**config.mk**
```make
export PLATFORM = sky130hd
export DESIGN_NAME = etf_regs
export DESIGN_NICKNAME = d
export VERILOG_FILES = /design/src/hw/rtl/etf_pkg.sv /design/src/hw/rtl/etf_regs.sv
export SDC_FILE = /design/constraint.sdc
export NUM_CORES = 1
export LEC_CHECK = 0
export ABC_AREA = 1
export BUFFER_PORTS_ARGS = -buffer_cell sky130_fd_sc_hd__buf_2
export CORE_MARGIN = 2
export CORE_UTILIZATION = 35
export CTS_BUF_LIST = sky130_fd_sc_hd__clkbuf_8
export CTS_CLUSTER_DIAMETER = 80
export CTS_CLUSTER_SIZE = 10
export DETAILED_ROUTE_END_ITERATION = 12
export MAX_ROUTING_LAYER = met4
export PLACE_DENSITY = 0.64
export SLEW_MARGIN = 25
export SYNTH_ARGS = -nofsm -noshare
export SYNTH_HDL_FRONTEND = slang
export SYNTH_SLANG_ARGS = --single-unit
```
**constraint.sdc**
```tcl
create_clock -name i_clk -period 1.7 [get_ports i_clk]
set_input_delay 0.34 -clock i_clk [delete_from_list [all_inputs] [get_ports i_clk]]
set_output_delay 0.34 -clock i_clk [all_outputs]
set_load 0.01 [all_outputs]
```
**src/hw/rtl/etf_pkg.sv**
```systemverilog
// Package for the escape-time fractal iterator: widths, register map,
// reset values and shared types. Depends on nothing.
package etf_pkg;

    // Fixed-point format of coordinates and z components (signed Q8.24).
    localparam int COORD_WIDTH = 32;
    localparam int FRAC_BITS   = 24;
    localparam int COUNT_WIDTH = 10;
    localparam int LIMIT_WIDTH = 31;
    localparam int PROD_WIDTH  = 2 * COORD_WIDTH;

    // Configuration port geometry.
    localparam int DATA_WIDTH = 32;
    localparam int ADDR_WIDTH = 5;
    localparam int IDX_WIDTH  = ADDR_WIDTH - 2;

    // Register indexes.
    localparam logic [IDX_WIDTH-1:0] REG_MODE        = 3'd0;
    localparam logic [IDX_WIDTH-1:0] REG_MAX_ITER    = 3'd1;
    localparam logic [IDX_WIDTH-1:0] REG_JULIA_C_RE  = 3'd2;
    localparam logic [IDX_WIDTH-1:0] REG_JULIA_C_IM  = 3'd3;
    localparam logic [IDX_WIDTH-1:0] REG_MANDEL_LIM  = 3'd4;
    localparam logic [IDX_WIDTH-1:0] REG_JULIA_LIM   = 3'd5;

    // Mode codes.
    localparam logic MODE_MANDEL = 1'b0;
    localparam logic MODE_JULIA  = 1'b1;

    typedef logic signed [COORD_WIDTH-1:0] t_coord;
    typedef logic signed [PROD_WIDTH-1:0]  t_prod;
    typedef logic [COUNT_WIDTH-1:0]        t_count;
    typedef logic [LIMIT_WIDTH-1:0]        t_limit;

    // Configuration as seen by the datapath.
    typedef struct packed {
        logic   mode;
        t_count max_iterations;
        t_coord julia_c_real;
        t_coord julia_c_imag;
        t_limit mandel_escape_limit;
        t_limit julia_escape_limit;
    } t_cfg;

    // Reset values: -0.12 + 0.48i, limit 100, thresholds 10.0 and 4.0.
    localparam t_count RST_MAX_ITER   = 10'd100;
    localparam t_coord RST_C_RE       = -32'sd2013266;
    localparam t_coord RST_C_IM       = 32'sd8053064;
    localparam t_limit RST_MANDEL_LIM = 31'd167772160;
    localparam t_limit RST_JULIA_LIM  = 31'd67108864;

endpackage

```
**src/hw/rtl/etf_regs.sv**
```systemverilog
// Configuration register file behind an APB-style port.
// Depends on etf_pkg for the register map, reset values and t_cfg.
module etf_regs (
    input  logic                            i_clk,
    input  logic                            i_rst_n,
    input  logic                            psel,
    input  logic                            penable,
    input  logic                            pwrite,
    input  logic [etf_pkg::ADDR_WIDTH-1:0]  paddr,
    input  logic [etf_pkg::DATA_WIDTH-1:0]  pwdata,
    output logic [etf_pkg::DATA_WIDTH-1:0]  prdata,
    output logic                            pready,
    output etf_pkg::t_cfg                   o_cfg
);
    import etf_pkg::*;

    t_cfg                 r_cfg;
    logic [IDX_WIDTH-1:0] w_idx;
    logic                 w_wr;

    assign w_idx  = paddr[ADDR_WIDTH-1:2];
    assign w_wr   = psel && penable && pwrite;
    assign pready = 1'b1;
    assign o_cfg  = r_cfg;

    // Register writes; unknown indexes are ignored.
    always_ff @(posedge i_clk) begin
        if (!i_rst_n) begin
            r_cfg.mode                <= MODE_MANDEL;
            r_cfg.max_iterations      <= RST_MAX_ITER;
            r_cfg.julia_c_real        <= RST_C_RE;
            r_cfg.julia_c_imag        <= RST_C_IM;
            r_cfg.mandel_escape_limit <= RST_MANDEL_LIM;
            r_cfg.julia_escape_limit  <= RST_JULIA_LIM;
        end else if (w_wr) begin
            unique case (w_idx)
                REG_MODE:       r_cfg.mode                <= pwdata[0];
                REG_MAX_ITER:   r_cfg.max_iterations      <= pwdata[COUNT_WIDTH-1:0];
                REG_JULIA_C_RE: r_cfg.julia_c_real        <= pwdata[COORD_WIDTH-1:0];
                REG_JULIA_C_IM: r_cfg.julia_c_imag        <= pwdata[COORD_WIDTH-1:0];
                REG_MANDEL_LIM: r_cfg.mandel_escape_limit <= pwdata[LIMIT_WIDTH-1:0];
                REG_JULIA_LIM:  r_cfg.julia_escape_limit  <= pwdata[LIMIT_WIDTH-1:0];
                default: begin
                end
            endcase
        end
    end

    // Read-back multiplexer, zero-extended to the bus width.
    always_comb begin
        unique case (w_idx)
            REG_MODE:       prdata = DATA_WIDTH'(r_cfg.mode);
            REG_MAX_ITER:   prdata = DATA_WIDTH'(r_cfg.max_iterations);
            REG_JULIA_C_RE: prdata = DATA_WIDTH'(unsigned'(r_cfg.julia_c_real));
            REG_JULIA_C_IM: prdata = DATA_WIDTH'(unsigned'(r_cfg.julia_c_imag));
            REG_MANDEL_LIM: prdata = DATA_WIDTH'(r_cfg.mandel_escape_limit);
            REG_JULIA_LIM:  prdata = DATA_WIDTH'(r_cfg.julia_escape_limit);
            default:        prdata = '0;
        endcase
    end

endmodule

```
==> out/qor.yml <==
coreArea_mm2: 0.0186
worstHoldPathCells: 3
end_kind: "output port"
start_util_pct: 35.6
hp-class: "input pin to register"
die_y_um: 142
io_pins: 212
dr.first_iter.drc_count: 498
vias: 7134
dieWidth_um: 142
ir_drop_uv: 494
worstHoldStart: "pwdata[13]"
synth_top_cells_by_area: "dfxtp_1 (41%), nand2_1 (18%), nor2_1 (14%)"
synthCells: 1058
cts_tree: "done"
crit_fanout: 21
async_reset_ff_share_pct: 0
comb_power_share_pct: 10.9
grt.total_usage_pct: 22.7
p_clk_share_pct: 42.8
grt-ovfl-total: 0
place.gp.congestion: 0.857
hold_buffers: 0
max_stage_delay_ps: 200
layout-drive-gt1-share_pct: 25.3
synth.most_common_cell: "nand2_1"
synth_top_family_by_area: "simple AND/OR/NAND/NOR gates"
crit_type: "input pin to output port"
clk_pin_slew_ps: 80
largest_register_ffs: 137
n_fill_cell: 1950
dpl_cell_area_mm2: 0.00822
grt_pass1_vias: 6113
fin_util_pct: 47.4
cts_root_buf: "clkbuf_8"
syn_to_final_growth_pct: 33.3
grt_pass1_wl_um: 34200
cellLeakagePower_nw: 4.66
avgRoutedWirePerCell_um: 14.9
period_minus_slack_ps: 1660
dp_hpwl_um: 15800
synth_edf_count: 0
seq_area_mm2: 0.00275
portBuffers: 208
multi_input_comb_area_mm2: 0.00314
drcViolationCount: 0
rows: 50
synthSimpleGateAreaFrac_pct: 45.2
n_antenna_cell: 0
synth_compound_area_share_pct: 1.74
synth_largest_area_cell: "dfxtp_1"
first_pass_iters: 5
ys_ff_latch: 137
r2r_end: "o_cfg[26]"
p_sw_mw: 1.86
rr_worst_depth: 2
power_density_mw_per_mm2: 802
synthAdderAreaFrac_pct: 0
maxSlewViolCount: 0
final_hold_viol_count: 0
ys.flop_type: "dfxtp_1"
clk_path_buf_depth: 2
status: "completed"
final_cell_area_mm2: 0.00884
maxCapViolations: 0
cp_data_required_time_ps: 1360
min_to: "o_cfg[75]"
via_per_inst: 4.67
synth_area_per_cell_um2: 6.27
fmax_mhz: 602
numCtsBuffers: 17
grt_max_degree: 78
crit_top_cell: "buf_2"
synth_nets: 1100
finalClockSkew_ps: 0
seqPwrFrac_pct: 46.3
wl_um: 22800
internal-power_mw: 5.23
fin_nets: 1321
synth-xor-area-share_pct: 0
rsz0062_at_grt: "yes"
synth_common_cells: "nand2_1 (319), nor2_1 (250), dfxtp_1 (137), nand3_1 (106), inv_1 (105)"
timing.final.crit_share_pct: 97.8
fp.dieArea_mm2: 0.0201
crit_path_top_delay_cell: "buf_12"
synthMuxAreaShare_pct: 0
r2r_setup_slack_ps: 1080
htreeDepth: 4
path_cells: "buf_2, inv_4, nand3_2, buf_12, nor2_1, a21oi_1, nand2_1, buf_2"
synth_top_area_share_pct: 41.3
synth_cell_type_count: 20
antenna_left: 0
switching_share_pct: 26.2
finalSetupViolCount: 0
arrival_ps: 1320
synthesis.area_mm2: 0.00663
antenna_found_initial: 0
clk_latency_ps: 440
yosysWarnings: 0
seq_area_frac_synth_pct: 41.3
cts.sinks: 137
r2r_start: "o_cfg[26]"
startpoint_type: "input pin"
[cell type report]
cell class	count	area share, %
multi-input cells	745	35.6
clock buffers	19	2.96
inverters	109	4.74
clock inverters	13	2.15
well taps	234	3.31
flip-flops and latches	137	31.1
repair buffers	269	20.2
[timing repair]
item	CTS	global route
setup buffers	5	4
pin swaps	1	1
setup endpoints to repair	13	25
gates cloned	1	1
gates resized for setup	11	12
[how the worst max path moves through the flow]
stage,start,to,cells after the start
5_1_grt,paddr[4],prdata[10],8
6_report,paddr[4],prdata[10],8
4_1_cts,paddr[3],prdata[14],11
2_1_floorplan,paddr[3],prdata[10],9
3_3_place_gp,paddr[2],prdata[21],10
3_5_place_dp,paddr[2],prdata[30],10
[power by group through the flow]
stage,Combinational [mW],Clock (mW),Sequential (mW)
finish,0.770,3.04,3.28
CTS,0.758,3.10,3.28
global placement,0.726,0,3.36
detailed placement,0.731,0,3.36
global route,0.845,3.24,3.29
floorplan,0.383,0,3.37
[layout by cell type, fill, tap and decap left out, drive strengths merged]
cell and n:
nand2 319, buf 268, nor2 258, dfxtp 137, inv 112, nand3 110, nand4 33, a21oi 22
clkbuf 20, clkinv 5, bufinv 4, nor3 1, o21ai 1, conb 1, clkinvlp 1
[metal layers]
metal | wire length [um] | global-route usage [%]
met1 | 10600 | 30.1
met2 | 10300 | 34.4
met3 | 1400 | 5.06
met4 | 471 | 7.58
met5 | 0 | -
[worst max-delay path, delay by kind of cell]
family / cells / cell delay [ps]
AO/OA/AOI/OAI: 1 / 160
buffers and inverters: 4 / 560
AND/OR/NAND/NOR: 3 / 250
[logic make-up after synthesis]
family | Yosys count
AND/OR/NAND/NOR | 721
buffers and inverters | 176
flip-flops | 137
AO/OA/AOI/OAI | 23
other | 1
[metrics by stage]
step,worst slack (ps),instances,TNS (ps),total power [mW],hold WS [ps]
final,38.0,1526,0,7.09,117
after global placement,-48.2,1484,-264,4.08,461
after CTS,5.23,1522,0,7.14,93.1
after global routing,-41.7,1526,-93.5,7.37,104
after floorplan,169,1058,0,3.75,466
after detailed placement,-53.4,1484,-360,4.09,472
Power figures use the tool's default switching activity.
